===== src/hw/rtl/pe_pkg.sv =====
`timescale 1ns / 1ps

package pe_pkg;

  // One index field in the packed result, and the number of such fields.
  localparam int IDX_W      = 3;
  localparam int PACK_SLOTS = 8;
  localparam int PERM_W     = IDX_W * PACK_SLOTS;
  localparam int SEQ_W      = 16;

  // Configuration port.
  localparam int CFG_DATA_W   = 32;
  localparam int CFG_ADDR_W   = 3;
  localparam int ITEM_COUNT_W = 4;

  localparam logic [ITEM_COUNT_W-1:0] ITEM_COUNT_RESET = 4'd8;

  // Register index, taken from the word-address bit of paddr.
  localparam logic REG_ITEM_COUNT = 1'b0;

  // Commands from the controller to the datapath.
  typedef struct packed {
    logic init;    // clear choices, count = 1, begin the index sweep
    logic adv;     // count + 1, start unwinding from the leaf
    logic sweep;   // write identity value into the remaining-index store
    logic rd;      // read the two remaining-index entries of this level
    logic take;    // commit the choice of this level, go one level down
    logic unwind;  // put back the chosen index of the level above
    logic load;    // move the finished ordering into the output register
  } pe_cmd_t;

  // Status from the datapath to the controller.
  typedef struct packed {
    logic started;
    logic final_now;
    logic sweep_last;
    logic take_last;
    logic unwind_more;
    logic out_free;
  } pe_sts_t;

endpackage


===== src/hw/rtl/pe_ifs.sv =====
`timescale 1ns / 1ps

interface pe_req_if ();
  logic valid;
  logic ready;
  logic restart;

  modport source (output valid, output restart, input ready);
  modport sink (input valid, input restart, output ready);
endinterface

interface pe_res_if import pe_pkg::*; ();
  logic              valid;
  logic              ready;
  logic [PERM_W-1:0] permutation;
  logic [SEQ_W-1:0]  sequence_number;
  logic              final_res;

  modport source (output valid, output permutation, output sequence_number,
                  output final_res, input ready);
  modport sink (input valid, input permutation, input sequence_number,
                input final_res, output ready);
endinterface


===== src/hw/rtl/pe_dpath.sv =====
`timescale 1ns / 1ps

module pe_dpath import pe_pkg::*; #(
  parameter int DEPTH = 8
) (
  input  logic                    clk,
  input  logic                    rst_n,
  input  logic [ITEM_COUNT_W-1:0] item_count_i,
  input  logic                    cfg_clr_i,
  input  pe_cmd_t                 cmd_i,
  output pe_sts_t                 sts_o,
  pe_res_if.source                out_ch
);

  localparam int LW = $clog2(DEPTH + 1);
  localparam int AW = (DEPTH > 1) ? $clog2(DEPTH) : 1;
  localparam int CW = LW + 1;

  logic [LW-1:0]    lvl_r;
  logic [SEQ_W-1:0] cnt_r;
  logic             started_r;
  logic             ov_r;
  logic [IDX_W-1:0] choice_r [DEPTH];
  logic [IDX_W-1:0] chosen_r [DEPTH];
  logic [IDX_W-1:0] rem_mem [DEPTH];
  logic [IDX_W-1:0] rd_a_r;
  logic [IDX_W-1:0] rd_b_r;
  logic [PERM_W-1:0] perm_r;
  logic [SEQ_W-1:0]  seq_r;
  logic              fin_r;

  logic [ITEM_COUNT_W:0] ic_ext;
  logic [LW-1:0]    n_eff;
  logic [LW-1:0]    n_m1;
  logic [LW-1:0]    d;
  logic [LW-1:0]    tail;
  logic [AW-1:0]    lvl_a;
  logic [AW-1:0]    d_a;
  logic [AW-1:0]    tail_a;
  logic [IDX_W-1:0] k_cur;
  logic [IDX_W-1:0] k_d;
  logic [CW-1:0]    kp1;
  logic [CW-1:0]    left;
  logic             more;
  logic             fin;
  logic [PERM_W-1:0] pack;
  logic             we;
  logic [AW-1:0]    waddr;
  logic [IDX_W-1:0] wdata;

  // Clamp the item count to 1..DEPTH.
  always_comb begin
    ic_ext = {1'b0, item_count_i};
    if (ic_ext == '0) begin
      n_eff = LW'(1);
    end else if (ic_ext > (ITEM_COUNT_W + 1)'(DEPTH)) begin
      n_eff = LW'(DEPTH);
    end else begin
      n_eff = LW'(ic_ext);
    end
  end

  assign n_m1   = n_eff - LW'(1);
  assign d      = lvl_r - LW'(1);
  assign tail   = n_eff - lvl_r - LW'(1);
  assign lvl_a  = lvl_r[AW-1:0];
  assign d_a    = d[AW-1:0];
  assign tail_a = tail[AW-1:0];
  assign k_cur  = choice_r[lvl_a];
  assign k_d    = choice_r[d_a];
  assign kp1    = CW'(k_d) + CW'(1);
  assign left   = CW'(n_eff) - CW'(d);
  assign more   = kp1 < left;

  // Last ordering: every level holds its highest choice.
  always_comb begin
    fin = 1'b1;
    for (int l = 0; l < DEPTH; l++) begin
      if (CW'(l) < CW'(n_eff) &&
          CW'(choice_r[l]) != CW'(n_eff) - CW'(l) - CW'(1)) begin
        fin = 1'b0;
      end
    end
  end

  always_comb begin
    pack = '0;
    for (int p = 0; p < DEPTH; p++) begin
      if (CW'(p) < CW'(n_eff)) begin
        pack[p*IDX_W +: IDX_W] = chosen_r[p];
      end
    end
  end

  // Single write port of the remaining-index store.
  always_comb begin
    we    = 1'b0;
    waddr = lvl_a;
    wdata = IDX_W'(lvl_r);
    if (cmd_i.sweep) begin
      we = 1'b1;
    end else if (cmd_i.take) begin
      we    = 1'b1;
      waddr = k_cur[AW-1:0];
      wdata = rd_b_r;
    end else if (cmd_i.unwind) begin
      we    = 1'b1;
      waddr = k_d[AW-1:0];
      wdata = chosen_r[d_a];
    end
  end

  always_ff @(posedge clk) begin
    if (we) begin
      rem_mem[waddr] <= wdata;
    end
    if (cmd_i.rd) begin
      rd_a_r <= rem_mem[k_cur[AW-1:0]];
      rd_b_r <= rem_mem[tail_a];
    end
  end

  always_ff @(posedge clk) begin
    if (!rst_n) begin
      lvl_r     <= '0;
      cnt_r     <= '0;
      started_r <= 1'b0;
      ov_r      <= 1'b0;
      for (int l = 0; l < DEPTH; l++) begin
        choice_r[l] <= '0;
      end
    end else begin
      if (cfg_clr_i) begin
        started_r <= 1'b0;
      end
      if (cmd_i.init) begin
        lvl_r     <= '0;
        cnt_r     <= SEQ_W'(1);
        started_r <= 1'b1;
        for (int l = 0; l < DEPTH; l++) begin
          choice_r[l] <= '0;
        end
      end
      if (cmd_i.adv) begin
        lvl_r <= n_eff;
        cnt_r <= cnt_r + SEQ_W'(1);
      end
      if (cmd_i.sweep) begin
        lvl_r <= (lvl_r == n_m1) ? '0 : lvl_r + LW'(1);
      end
      if (cmd_i.take) begin
        lvl_r <= lvl_r + LW'(1);
      end
      if (cmd_i.unwind) begin
        lvl_r <= d;
        if (more) begin
          choice_r[d_a] <= IDX_W'(kp1);
          for (int l = 0; l < DEPTH; l++) begin
            if (CW'(l) > CW'(d)) begin
              choice_r[l] <= '0;
            end
          end
        end
      end
      // A new load wins over the transfer of the previous result.
      ov_r <= cmd_i.load || (ov_r && !out_ch.ready);
    end
  end

  always_ff @(posedge clk) begin
    if (cmd_i.init) begin
      for (int l = 0; l < DEPTH; l++) begin
        chosen_r[l] <= '0;
      end
    end
    if (cmd_i.take) begin
      chosen_r[lvl_a] <= rd_a_r;
    end
    if (cmd_i.load) begin
      perm_r <= pack;
      seq_r  <= cnt_r;
      fin_r  <= fin;
    end
  end

  assign sts_o.started     = started_r;
  assign sts_o.final_now   = fin;
  assign sts_o.sweep_last  = (lvl_r == n_m1);
  assign sts_o.take_last   = (lvl_r == n_m1);
  assign sts_o.unwind_more = more;
  assign sts_o.out_free    = !ov_r || out_ch.ready;

  assign out_ch.valid           = ov_r;
  assign out_ch.permutation     = perm_r;
  assign out_ch.sequence_number = seq_r;
  assign out_ch.final_res       = fin_r;

  a_load_count: assert property (@(posedge clk) disable iff (!rst_n)
    cmd_i.load |=> out_ch.valid && out_ch.sequence_number == $past(cnt_r))
    else $error("result sequence number does not match the running count");

  a_init_state: assert property (@(posedge clk) disable iff (!rst_n)
    cmd_i.init |=> lvl_r == '0 && cnt_r == SEQ_W'(1))
    else $error("restart did not rewind level and count");

endmodule


===== src/hw/rtl/pe_ctrl.sv =====
`timescale 1ns / 1ps

module pe_ctrl import pe_pkg::*; (
  input  logic    clk,
  input  logic    rst_n,
  pe_req_if.sink  in_ch,
  input  pe_sts_t sts_i,
  output pe_cmd_t cmd_o
);

  typedef enum logic [2:0] {
    S_IDLE,
    S_SWEEP,
    S_RD,
    S_TAKE,
    S_UNWIND,
    S_OUT
  } state_t;

  state_t state_r;
  state_t state_nxt;
  logic   in_ready_r;
  logic   in_ready_nxt;
  logic   accept;
  logic   need_start;

  assign accept     = in_ch.valid && in_ready_r;
  assign need_start = in_ch.restart || !sts_i.started || sts_i.final_now;

  always_comb begin
    cmd_o        = '0;
    state_nxt    = state_r;
    in_ready_nxt = in_ready_r;
    unique case (state_r)
      S_IDLE: begin
        if (accept) begin
          in_ready_nxt = 1'b0;
          if (need_start) begin
            cmd_o.init = 1'b1;
            state_nxt  = S_SWEEP;
          end else begin
            cmd_o.adv = 1'b1;
            state_nxt = S_UNWIND;
          end
        end
      end
      S_SWEEP: begin
        cmd_o.sweep = 1'b1;
        if (sts_i.sweep_last) begin
          state_nxt = S_RD;
        end
      end
      S_RD: begin
        cmd_o.rd  = 1'b1;
        state_nxt = S_TAKE;
      end
      S_TAKE: begin
        cmd_o.take = 1'b1;
        state_nxt  = sts_i.take_last ? S_OUT : S_RD;
      end
      S_UNWIND: begin
        cmd_o.unwind = 1'b1;
        if (sts_i.unwind_more) begin
          state_nxt = S_RD;
        end
      end
      S_OUT: begin
        if (sts_i.out_free) begin
          cmd_o.load   = 1'b1;
          in_ready_nxt = 1'b1;
          state_nxt    = S_IDLE;
        end
      end
      default: begin
        state_nxt    = S_IDLE;
        in_ready_nxt = 1'b1;
      end
    endcase
  end

  always_ff @(posedge clk) begin
    if (!rst_n) begin
      state_r    <= S_IDLE;
      in_ready_r <= 1'b1;
    end else begin
      state_r    <= state_nxt;
      in_ready_r <= in_ready_nxt;
    end
  end

  assign in_ch.ready = in_ready_r;

  a_busy_after_accept: assert property (@(posedge clk) disable iff (!rst_n)
    in_ch.valid && in_ch.ready |=> !in_ch.ready)
    else $error("request taken while previous one still in work");

  a_ready_after_load: assert property (@(posedge clk) disable iff (!rst_n)
    cmd_o.load |=> in_ch.ready && state_r == S_IDLE)
    else $error("controller not idle after result load");

endmodule


===== src/hw/rtl/permutation_enumerator_unit.sv =====
`timescale 1ns / 1ps

// Permutation enumerator: each request on in_ch returns the next ordering of
// the indices 0..n-1 on out_ch, packed 3 bits per position (position 0 in the
// low bits, positions at or beyond n read 0), with a sequence number that
// starts at 1 and a flag on the last ordering. restart = 1, a first request,
// or a request after the last ordering begins again at the first one.
// n comes from the item_count register on the APB-style cfg_ port (byte
// address 0, clamped to 1..MAX_ITEMS and 8); writing it forces a restart.
// Sequencing: one request at a time. A restart loads the remaining-index
// store one entry per level, then descends with a read and a take per level.
// A next request unwinds u levels and re-descends m levels (u, m <= n); the
// choice stack walk is one level per step through a single ported index
// store.
// Reset: item_count returns to 8 and the sequence restarts on the next
// request. The result sits in an output register: a new request is taken
// while it waits, but the next result holds in the datapath until the
// receiver takes the previous transfer.
module permutation_enumerator_unit import pe_pkg::*; #(
  parameter int MAX_ITEMS = 8
) (
  input  logic                  clk,
  input  logic                  rst_n,
  pe_req_if.sink                in_ch,
  pe_res_if.source              out_ch,
  input  logic                  cfg_psel,
  input  logic                  cfg_penable,
  input  logic                  cfg_pwrite,
  input  logic [CFG_ADDR_W-1:0] cfg_paddr,
  input  logic [CFG_DATA_W-1:0] cfg_pwdata,
  output logic [CFG_DATA_W-1:0] cfg_prdata,
  output logic                  cfg_pready
);

  // Storage depth: never more levels than packed positions.
  localparam int DEPTH = (MAX_ITEMS < PACK_SLOTS) ? MAX_ITEMS : PACK_SLOTS;

  logic [ITEM_COUNT_W-1:0] item_count_r;
  logic                    cfg_wr;
  logic                    sel_count;
  pe_cmd_t                 cmd;
  pe_sts_t                 sts;

  // Register access: decode the word address, write on the access phase.
  assign cfg_pready = 1'b1;
  assign sel_count  = (cfg_paddr[2] == REG_ITEM_COUNT);
  assign cfg_wr     = cfg_psel && cfg_penable && cfg_pwrite && sel_count;

  always_ff @(posedge clk) begin
    if (!rst_n) begin
      item_count_r <= ITEM_COUNT_RESET;
    end else if (cfg_wr) begin
      item_count_r <= cfg_pwdata[ITEM_COUNT_W-1:0];
    end
  end

  always_comb begin
    cfg_prdata = '0;
    if (sel_count) begin
      cfg_prdata = CFG_DATA_W'(item_count_r);
    end
  end

  // Sequencer: decides restart versus advance and steps the choice stack.
  pe_ctrl u_ctrl (
    .clk   (clk),
    .rst_n (rst_n),
    .in_ch (in_ch),
    .sts_i (sts),
    .cmd_o (cmd)
  );

  // Choice stack, remaining-index store, count and output register.
  pe_dpath #(
    .DEPTH (DEPTH)
  ) u_dpath (
    .clk          (clk),
    .rst_n        (rst_n),
    .item_count_i (item_count_r),
    .cfg_clr_i    (cfg_wr),
    .cmd_i        (cmd),
    .sts_o        (sts),
    .out_ch       (out_ch)
  );

  a_cfg_readback: assert property (@(posedge clk) disable iff (!rst_n)
    cfg_wr |=> cfg_prdata[ITEM_COUNT_W-1:0] == $past(cfg_pwdata[ITEM_COUNT_W-1:0]) ||
               !sel_count)
    else $error("item_count readback differs from written value");

endmodule

===== src/flat_wrapper.sv =====
// flat-port wrapper written by rule: the top's interface ports become plain ports
module permutation_enumerator_unit_flat import pe_pkg::*;
#(
  parameter int MAX_ITEMS = 8
)
  (clk, rst_n, cfg_psel, cfg_penable, cfg_pwrite, cfg_paddr, cfg_pwdata, cfg_prdata, cfg_pready, in_ch_valid, in_ch_restart, in_ch_ready, out_ch_valid, out_ch_permutation, out_ch_sequence_number, out_ch_final_res, out_ch_ready);
  pe_req_if in_ch_i ();
  pe_res_if out_ch_i ();
  input  logic clk;
  input  logic rst_n;
  input  logic cfg_psel;
  input  logic cfg_penable;
  input  logic cfg_pwrite;
  input  logic [CFG_ADDR_W-1:0] cfg_paddr;
  input  logic [CFG_DATA_W-1:0] cfg_pwdata;
  output logic [CFG_DATA_W-1:0] cfg_prdata;
  output logic cfg_pready;
  input wire logic [$bits(in_ch_i.valid)-1:0] in_ch_valid;
  input wire logic [$bits(in_ch_i.restart)-1:0] in_ch_restart;
  output wire logic [$bits(in_ch_i.ready)-1:0] in_ch_ready;
  output wire logic [$bits(out_ch_i.valid)-1:0] out_ch_valid;
  output wire logic [$bits(out_ch_i.permutation)-1:0] out_ch_permutation;
  output wire logic [$bits(out_ch_i.sequence_number)-1:0] out_ch_sequence_number;
  output wire logic [$bits(out_ch_i.final_res)-1:0] out_ch_final_res;
  input wire logic [$bits(out_ch_i.ready)-1:0] out_ch_ready;
  assign in_ch_i.valid = in_ch_valid;
  assign in_ch_i.restart = in_ch_restart;
  assign in_ch_ready = in_ch_i.ready;
  assign out_ch_valid = out_ch_i.valid;
  assign out_ch_permutation = out_ch_i.permutation;
  assign out_ch_sequence_number = out_ch_i.sequence_number;
  assign out_ch_final_res = out_ch_i.final_res;
  assign out_ch_i.ready = out_ch_ready;
  permutation_enumerator_unit #(.MAX_ITEMS(MAX_ITEMS)) u_core (.clk(clk), .rst_n(rst_n), .in_ch(in_ch_i), .out_ch(out_ch_i), .cfg_psel(cfg_psel), .cfg_penable(cfg_penable), .cfg_pwrite(cfg_pwrite), .cfg_paddr(cfg_paddr), .cfg_pwdata(cfg_pwdata), .cfg_prdata(cfg_prdata), .cfg_pready(cfg_pready));
endmodule

===== config.mk =====
export PLATFORM = sky130hd
export DESIGN_NAME = permutation_enumerator_unit_flat
export DESIGN_NICKNAME = d
export VERILOG_FILES = /design/src/hw/rtl/pe_pkg.sv /design/src/hw/rtl/pe_ifs.sv /design/src/hw/rtl/pe_dpath.sv /design/src/hw/rtl/pe_ctrl.sv /design/src/hw/rtl/permutation_enumerator_unit.sv /design/src/flat_wrapper.sv
export SDC_FILE = /design/constraint.sdc
export NUM_CORES = 1
export LEC_CHECK = 0
export BUFFER_PORTS_ARGS = -buffer_cell sky130_fd_sc_hd__buf_2
export CAP_MARGIN = 20
export CORE_MARGIN = 2
export CORE_UTILIZATION = 50
export CTS_CLUSTER_DIAMETER = 30
export DETAILED_ROUTE_END_ITERATION = 7
export PLACE_DENSITY = 0.83
export SYNTH_ARGS = -nofsm -noshare
export SYNTH_HDL_FRONTEND = slang
export SYNTH_HIERARCHICAL = 1
export SYNTH_SLANG_ARGS = --single-unit

===== constraint.sdc =====
create_clock -name clk -period 5.5 [get_ports clk]
set_input_delay 0.55 -clock clk [delete_from_list [all_inputs] [get_ports clk]]
set_output_delay 0.55 -clock clk [all_outputs]
set_load 0.05 [all_outputs]

# --- Word-level counts from Yosys, hierarchy flattened ---
# Memories as Yosys holds them, arrays and structs flattened. A register that Yosys moved wholly into a read port is not among the register bits.
# Cells that the tools add are included.
totals:
  ff_bits: 47
  latchBits: 0
  ram_bits: 72
  mem_bits_ro: 0
  output_inout_bits: 76
  elab_cells: 245
  n_memories: 3
memory_table:
  columns: ["memory", "words", "word_bits", "read_ports", "rd_clocked_by_memory_dff", "write_ports", "line", "text"]
  rows:
  - ["u_core.u_dpath.choice_r", 8, 3, 10, 1, 8, "pe_dpath.sv:23", "logic [IDX_W-1:0] choice_r [DEPTH];"]
  - ["u_core.u_dpath.chosen_r", 8, 3, 9, 8, 8, "pe_dpath.sv:24", "logic [IDX_W-1:0] chosen_r [DEPTH];"]
  - ["u_core.u_dpath.rem_mem", 8, 3, 2, 2, 1, "pe_dpath.sv:25", "logic [IDX_W-1:0] rem_mem [DEPTH];"]
op_classes:
  n_addsub: 22
  n_mul: 0
  div: 0
  magnitude_cmp: 17
  eq_ne: 18
  shifts: 0
  muxes: 121
  bitwise_logic: 17
  reduce_logical: 38
ops:
  columns: ["op", "n"]
  rows:
  - ["$mux W3", 33]
  - ["$mux W1", 73]
  - ["$ne A3 B5 Y1", 8]
  - ["$mux W4", 9]
  - ["$sub A5 B1 Y5 const B", 7]
  - ["$mux W16", 2]
  - ["$sub A4 B3 Y5 const B", 4]
  - ["$pmux W3 S6", 1]
  - ["$add A16 B1 Y16 const B", 1]
  - ["$gt A3 B4 Y1 const A", 4]
  - ["$lt A3 B4 Y1 const A", 4]
  - ["$or A1 B1 Y1", 15]
  - ["$logic_and A1 B1 Y1", 13]
  - ["$logic_not A1 Y1", 11]
  - ["$sub A4 B2 Y5 const B", 2]
  - ["$gt A2 B4 Y1 const A", 2]
  - ["$lt A1 B4 Y1 const A", 2]
  - ["$lt A2 B4 Y1 const A", 2]
  - ["$sub A4 B1 Y4 const B", 2]
  - ["$eq A3 B2 Y1 const B", 2]
  - ["$eq A3 B3 Y1 const B", 2]
  - ["$ne A2 B2 Y1 const B", 3]
  - ["$reduce_or A3 Y1", 2]
  - ["$lt A4 B5 Y1", 1]
  - ["other kinds (22)", 28]

# --- Logic depth before layout (Yosys ltp) ---
# Gate-level depths: netlist (run 1).
depth:
  depth_word: 25
  mapped_depth: 25

# --- Hierarchy ---
# Netlist (run 1), hierarchy kept.
modules_own_cells:
  columns: ["module", "instances", "cells_each", "area_each_um2"]
  rows:
  - ["pe_dpath", 1, 683, 7820.0]
  - ["permutation_enumerator_unit", 1, 53, 436.7]
  - ["pe_ctrl", 1, 47, 354.1]

# --- Least setup slack after synthesis (run 1) ---
# OpenSTA, ideal clock, no wires.
synth_path:
  kind: "reg-to-reg"
  start: "reg u_core.u_dpath.lvl_r[0]"
  end: "reg u_core.u_ctrl.state_r[2]"
  arrival_ps: 4593
  setup_slack_ps: 786
  stages_incl_launch_ff: 25
  synth_period_minus_slack_ps: 4714
  cell_sequence: "dfxtp_1 buf_2 clkinv_1 ha_1 buf_2 inv_2 mux4_2 mux2i_1 inv_1 ha_1 xnor2_2 inv_1 ha_1 o21ai_0 nand2b_1 a21oi_1 nor2_1 a21boi_2 buf_2 inv_1 buf_4 nor2b_2 o21a_1 o21ba_1 o311a_1"
synth_via:
  elab_chain_cells: 6
  word_cells_on_any_way: 11
  classes_between: "add/sub (3); order compare (1); eq/ne (3); mux (2); reduce/logical (1); memory (1)"
synth_lines:
  columns: ["item", "line", "text"]
  rows:
  - ["start, declared", "pe_dpath.sv:19", "logic [LW-1:0] lvl_r;"]
  - ["start signal, assigned", "pe_dpath.sv:145", "lvl_r <= n_eff;"]
  - ["start signal, assigned", "pe_dpath.sv:149", "lvl_r <= (lvl_r == n_m1) ? '0 : lvl_r + LW'(1);"]
  - ["start signal, assigned", "pe_dpath.sv:152", "lvl_r <= lvl_r + LW'(1);"]
  - ["$sub A4 B1 Y4", "pe_dpath.sv:64", "assign d = lvl_r - LW'(1);"]
  - ["$mem_v2 Z8 W3", null, null]
  - ["$add A3 B1 Y4", "pe_dpath.sv:71", "assign kp1 = CW'(k_d) + CW'(1);"]
  - ["via u_core.u_dpath.kp1[2]", "pe_dpath.sv:42", "logic [CW-1:0] kp1;"]
  - ["$lt A4 B5 Y1", "pe_dpath.sv:73", "assign more = kp1 < left;"]
  - ["via u_core.u_dpath.more", "pe_dpath.sv:44", "logic more;"]
  - ["$ne A2 B2 Y1 (no source line)", null, null]
  - ["$reduce_and A4 Y1 (no source line)", null, null]
  - ["end signal, assigned", "pe_ctrl.sv:86", "state_r <= state_nxt;"]
  - ["end, declared", "pe_ctrl.sv:20", "state_t state_r;"]
# The timed path passes the listed nets, and every way through them passes these cells.
# A chain may end at the register's enable or synchronous reset.

==> results of run 1 <==
## tightest hold or removal path, cell delays in order
cell     delay (ps)
buf_2            90
nand2_1          50
mux2i_1          60
## synthesized netlist by cell type (18+ instances only)
library cell  instances
nor2b_1              26
ha_1                 22
dfxtp_1              33
nor3_1               37
inv_1                22
edfxtp_1            119
xnor2_1              18
a21oi_1              28
o21ai_0              26
buf_4                35
nand2_1              55
clkbuf_1             24
nand3_1              21
and2_1               34
mux2i_1              21
nor2_1               58
## sequential cells by signal (all words and copies together) (netlist names), named ones only
name	cells
u_core/u_ctrl/state_r	3
u_core/u_dpath/out_ch.valid	1
u_core/u_dpath/started_r	1
u_core/item_count_r	4
u_core/u_dpath/cnt_r	16
u_core/u_dpath/rd_a_r	3
u_core/u_dpath/chosen_r	24
u_core/u_dpath/choice_r	24
u_core/u_ctrl/in_ch.ready	1
u_core/u_dpath/rem_mem	24
u_core/u_dpath/out_ch.final_res	1
u_core/u_dpath/out_ch.sequence_number	16
u_core/u_dpath/lvl_r	4
u_core/u_dpath/out_ch.permutation	24
u_core/u_dpath/rd_b_r	3
## where the power goes
group | internal (mW) | total, mW | switching [mW]
clock network | 0.609 | 1.09 | 0.478
logic | 0.820 | 2.24 | 1.41
registers | 1.53 | 1.71 | 0.176
## routing by layer
| metal | vias to the layer above | track usage [%] | share of wire, % |
|---|---|---|---|
| met2 | 402 | 37.4 | 48 |
| met5 | - | 0 | 0 |
| li1 | 2911 | - | - |
| met3 | 61 | 4.30 | 9.0 |
| met4 | 0 | 10.2 | 3.3 |
| met1 | 3032 | 28.4 | 39 |
## layout make-up
class	instances	area [µm²]	share of cell area, %
tap	220	275	2.89
clock inverter	11	86.3	0.907
timing repair buffer	74	408	4.29
clock buffer	21	460	4.84
multi-input combinational	561	3960	41.6
inverter	26	97.6	1.03
sequential	152	4230	44.5
## metrics by stage
stage / std cells / instance area [µm²] / utilization (%) / setup WS [ps]
global route: 1065 / 9520 / 57.0 / 335
detailed placement: 1033 / 8970 / 53.7 / 680
CTS: 1065 / 9520 / 57.0 / 637
global placement: 1033 / 8970 / 53.7 / 755
floorplan: 810 / 8710 / - / 786
finish: 1065 / 9520 / 57.0 / 578
## logic make-up (layout without fill, tap and decap cells)
kind of cell             Yosys count  after routing  share of synthesized area (%)
AO/OA/AOI/OAI                    131            131                           10.5
XOR/XNOR                          32             32                           3.43
adder cells (fa/ha/maj)           24             24                           3.66
buffers and inverters             97            132                           6.13
flip-flops                       152            152                           49.2
multiplexers                      51             51                           9.20
other                              2             29                         0.0872
AND/OR/NAND/NOR                  294            294                           17.8
## path summary, 6_finish.rpt
path / from / to / slack [ps] / depth (start not counted)
worst max-delay path: u_core/item_count_r[0]$_SDFFE_PN0P_ / u_core/u_dpath/choice_r[4][0]$_SDFFCE_PN0P_ / 580 / 14
worst min-delay path: cfg_pwdata[0] / u_core/item_count_r[0]$_SDFFE_PN0P_ / 380 / 3
worst max register to register: u_core/item_count_r[0]$_SDFFE_PN0P_ / u_core/u_dpath/choice_r[4][0]$_SDFFCE_PN0P_ / 580 / 14
worst min register to register: u_core/u_dpath/cnt_r[15]$_SDFFE_PN0P_ / u_core/u_dpath/out_ch.sequence_number[15]$_DFFE_PP_ / 460 / 0
==> flow_summary.yaml, run 1 <==
worst_setup_path:
  start_kind: "register"
  cpLargestDelayFamily: "simple AND/OR/NAND/NOR gates"
  path_buf_inv: 1
  critPathArrivalTime_ps: 4990
  path_cells: "o21bai_1 -> and2_1 -> inv_1 -> ha_1 -> xor2_1 -> nor3_1 -> a31oi_1 -> o32a_1 -> a2111oi_0 -> o2111a_1 -> or3b_1 -> nor2b_1 -> nor2_1 -> o21ai_0"
  critPathMaxFanout: 10
  critPathSlowestCell: "nor2b_1"
  cp.required_ps: 5570
  path_class: "reg -> reg"
  cp-end-kind: "register"
  max_stage_delay_ps: 570
detailed_routing:
  dr.pass1.iters: 8
  via_per_inst: 6.02
  drc_errors: 0
  vias: 6406
  ant_nets: 0
  drt-total-wl_um: 20000
  drt-initial-drc-count: 667
  avgRoutedWirePerCell_um: 18.8
global_route:
  grt_pass1_wl_um: 31400
  grt_max_degree: 42
  antenna_found_initial: 0
  globalRouteOverflowTotal: 0
  grt_pass1_vias: 6053
  grt.total_usage_pct: 22.4
cts:
  clock_latency_ps: 430
  cts_sinks: 152
  clk_pin_slew_ps: 60
  cts_made_buffers: 17
  clockBufferDepth: 2
  cts_htree_levels: 4
  hold_buffers: 0
  post_cts_buffers: 0
  cts_tree: "yes"
  cts-root-buf: "clkbuf_16"
  cts-resized-gates: 0
logic_synthesis:
  syn_avg_cell_area_um2: 11.0
  synth.area.top_cells: "edfxtp_1, dfxtp_1, mux4_2"
  yosys.area.top_type_share_pct: 41.5
  ys_seq_area_share_pct: 49.2
  synth_seq_cells: 152
  synth_area_leader_cell: "edfxtp_1"
  synth-edff-count: 119
  synth_flop_cell: "edfxtp_1"
  ys_async_sr_fraction_pct: 0
  syn_inst: 783
  yosysUniqueCellTypes: 82
  ys_warn_count: 6
  netlist_area_um2: 8610
die:
  boundaryPins: 119
  initial_core_util_pct: 51.6
  die_h_um: 135
  core_area_um2: 16700
  rows: 47
  die-area_um2: 18300
  die_w_um: 135
pwr:
  leakagePower_nw: 3.62
  peakVddDrop_uv: 347
  finalPower_mw: 5.03
  powerDensity_nw_per_um2: 528
min_path:
  hold_path_class: "in -> reg"
timing:
  rsz0062_at_grt: "false"
  slew_violations: 0
  max_freq_mhz: 203
  finalSetupViolCount: 0
  layout_min_cycle_time_ps: 4920
  skew_ps: 6.83
  relSlewSlack_pct: 46.7
  post-route-period-util_pct: 89.5
  setup_tns_ps: 0
  tightestPinTransition_ps: 796
  hold_slack_ps: 380
  final_hold_viol_count: 0
finish:
  nets: 899
  layout_commonest_cell: "edfxtp_1"
  final_cell_mix: "edfxtp_1, buf_2, nor2_1"
  n_antenna_cell: 0
  area_delta_synth_final_pct: 10.5
  fillers: 1353
  layout-drive-gt1-share_pct: 18.8
placed_design:
  dpl.hpwl_um: 14100
  gp_congestion: 0.900
  io_buffers: 59
run:
  maxCapViolCount: 0
status:
  outcome: "complete, no violations"
No activity file was read; power rests on OpenSTA's default activity.
==> run 2: changes to the inputs <==
--- a/config.mk
+++ b/config.mk
@@ -7,11 +7,13 @@
 export LEC_CHECK = 0
 export BUFFER_PORTS_ARGS = -buffer_cell sky130_fd_sc_hd__buf_2
 export CAP_MARGIN = 20
+export CELL_PAD_IN_SITES_DETAIL_PLACEMENT = 2
+export CELL_PAD_IN_SITES_GLOBAL_PLACEMENT = 2
 export CORE_MARGIN = 2
-export CORE_UTILIZATION = 50
+export CORE_UTILIZATION = 38
 export CTS_CLUSTER_DIAMETER = 30
 export DETAILED_ROUTE_END_ITERATION = 7
-export PLACE_DENSITY = 0.83
+export PLACE_DENSITY = 0.92
 export SYNTH_ARGS = -nofsm -noshare
 export SYNTH_HDL_FRONTEND = slang
 export SYNTH_HIERARCHICAL = 1
==> constraint.sdc (replaced) <==
create_clock -name clk -period 5.5 [get_ports clk]
set_input_delay 1.1 -clock clk [delete_from_list [all_inputs] [get_ports clk]]
set_output_delay 1.1 -clock clk [all_outputs]
set_load 0.05 [all_outputs]
==> flow_summary.yaml, run 2 (synthesis results as in run 1) <==
status:
  outcome: "complete, no violations"
cts:
  cts_sinks: 152
  clk_pin_slew_ps: 80
  hold_buffers: 0
  cts-root-buf: "clkbuf_16"
  post_cts_buffers: 0
  cts_htree_levels: 4
  clockBufferDepth: 2
  clock_latency_ps: 450
  cts_tree: "yes"
  cts_made_buffers: 17
  cts-resized-gates: 0
die:
  core_area_um2: 22400
  boundaryPins: 119
  die-area_um2: 23900
  initial_core_util_pct: 38.4
  die_w_um: 155
  rows: 55
  die_h_um: 155
placed_design:
  gp_congestion: 0.848
  place_ws_ps: 473
  dpl.hpwl_um: 21300
  io_buffers: 59
  dp.cells: 1103
finish:
  finalNonFillerCells: 1135
  n_antenna_cell: 0
  area_delta_synth_final_pct: 12.5
  layout-drive-gt1-share_pct: 19.5
  fin_util_pct: 43.2
  layout_commonest_cell: "edfxtp_1"
  final_cell_mix: "edfxtp_1, buf_2, nor2_1"
  nets: 904
pwr:
  leakagePower_nw: 3.67
  powerDensity_nw_per_um2: 562
  p_int_mw: 3.00
  switching_share_pct: 44.9
  finalPower_mw: 5.44
  power_frac_clock_pct: 22.1
  seqPwrFrac_pct: 32.3
  comb_power_share_pct: 45.7
  peakVddDrop_uv: 224
  power_switching_mw: 2.44
timing:
  slew_violations: 0
  rsz0062_at_grt: "false"
  skew_ps: 20.6
  post-route-period-util_pct: 94.0
  setup_ws_ps: 328
  setup_tns_ps: 0
  final_hold_viol_count: 0
  layout_min_cycle_time_ps: 5170
  max_freq_mhz: 193
  tightestPinTransition_ps: 956
  finalSetupViolCount: 0
  relSlewSlack_pct: 36.0
min_path:
  hold_path_class: "reg -> reg"
  whs_path_depth: 0
global_route:
  grt_pass1_wl_um: 46400
  grt_max_degree: 43
  grt.total_usage_pct: 26.0
  grt_pass1_vias: 7506
  globalRouteOverflowTotal: 0
  antenna_found_initial: 0
detailed_routing:
  vias: 6753
  avgRoutedWirePerCell_um: 26.9
  ant_nets: 0
  via_per_inst: 5.95
  drc_errors: 0
  drt-total-wl_um: 30600
  drt-initial-drc-count: 442
  dr.pass1.iters: 5
worst_setup_path:
  reg2regPathDepth: 17
  start_kind: "register"
  path_class: "reg -> reg"
  critPathMaxFanout: 14
  cp.required_ps: 5800
  reg2reg_slack_ps: 330
  cp-end-kind: "register"
  critPathArrivalTime_ps: 5470
run:
  maxCapViolCount: 0
run 2: final timing paths:
check,start,endpoint
worst max-delay path,u_core/item_count_r[0]$_SDFFE_PN0P_,u_core/u_dpath/cnt_r[15]$_SDFFE_PN0P_
worst min-delay path,u_core/u_dpath/cnt_r[10]$_SDFFE_PN0P_,u_core/u_dpath/out_ch.sequence_number[10]$_DFFE_PP_
worst min register to register,u_core/u_dpath/cnt_r[10]$_SDFFE_PN0P_,u_core/u_dpath/out_ch.sequence_number[10]$_DFFE_PP_
worst max register to register,u_core/item_count_r[0]$_SDFFE_PN0P_,u_core/u_dpath/cnt_r[15]$_SDFFE_PN0P_
run 2: worst max-delay path, stage by stage (launching register included):
cell and delay [ps]:
dfxtp_1 550, o21bai_1 240, and2_1 520, inv_1 220, ha_1 290, xor2_1 180, nor3_1 190, a31oi_1 60
o32a_1 190, a2111oi_1 570, o2111a_1 320, or3b_1 210, nor2b_1 440, buf_4 320, nand2b_1 310, nand2_1 170
mux2_2 180, nor2_1 60
run 2: final cells by class:
| cell class | count | area, µm² |
|---|---|---|
| Sequential cell | 152 | 4230 |
| Tap cell | 285 | 357 |
| Fill cell | 2300 | 12700 |
| Inverter | 26 | 97.6 |
| Clock buffer | 18 | 450 |
| Timing Repair Buffer | 79 | 445 |
| Multi-Input combinational cell | 561 | 3960 |
| Clock inverter | 14 | 146 |
run 2: metrics by stage:
step,area [µm²],hold slack [ps]
3_3_place_gp,9090,438
2_1_floorplan,8710,426
4_1_cts,9690,481
3_5_place_dp,9090,449
6_report,9690,482
5_1_grt,9690,505
run 2: power by group through the flow:
stage               logic [mW]  clock network (mW)  registers (mW)
floorplan                 1.61                   0            1.75
global route              2.66                1.26            1.77
detailed placement        2.37                   0            1.77
CTS                       2.44                1.22            1.75
finish                    2.49                1.20            1.76
global placement          2.18                   0            1.73
run 2: per-layer routing:
layer | track usage [%] | routed length (µm) | up-vias
met5 | 0 | 0 | -
met4 | 11.6 | 1090 | 0
met3 | 4.51 | 1600 | 76
met2 | 46.9 | 16100 | 283
met1 | 30.2 | 11800 | 3475
li1 | - | - | 2919
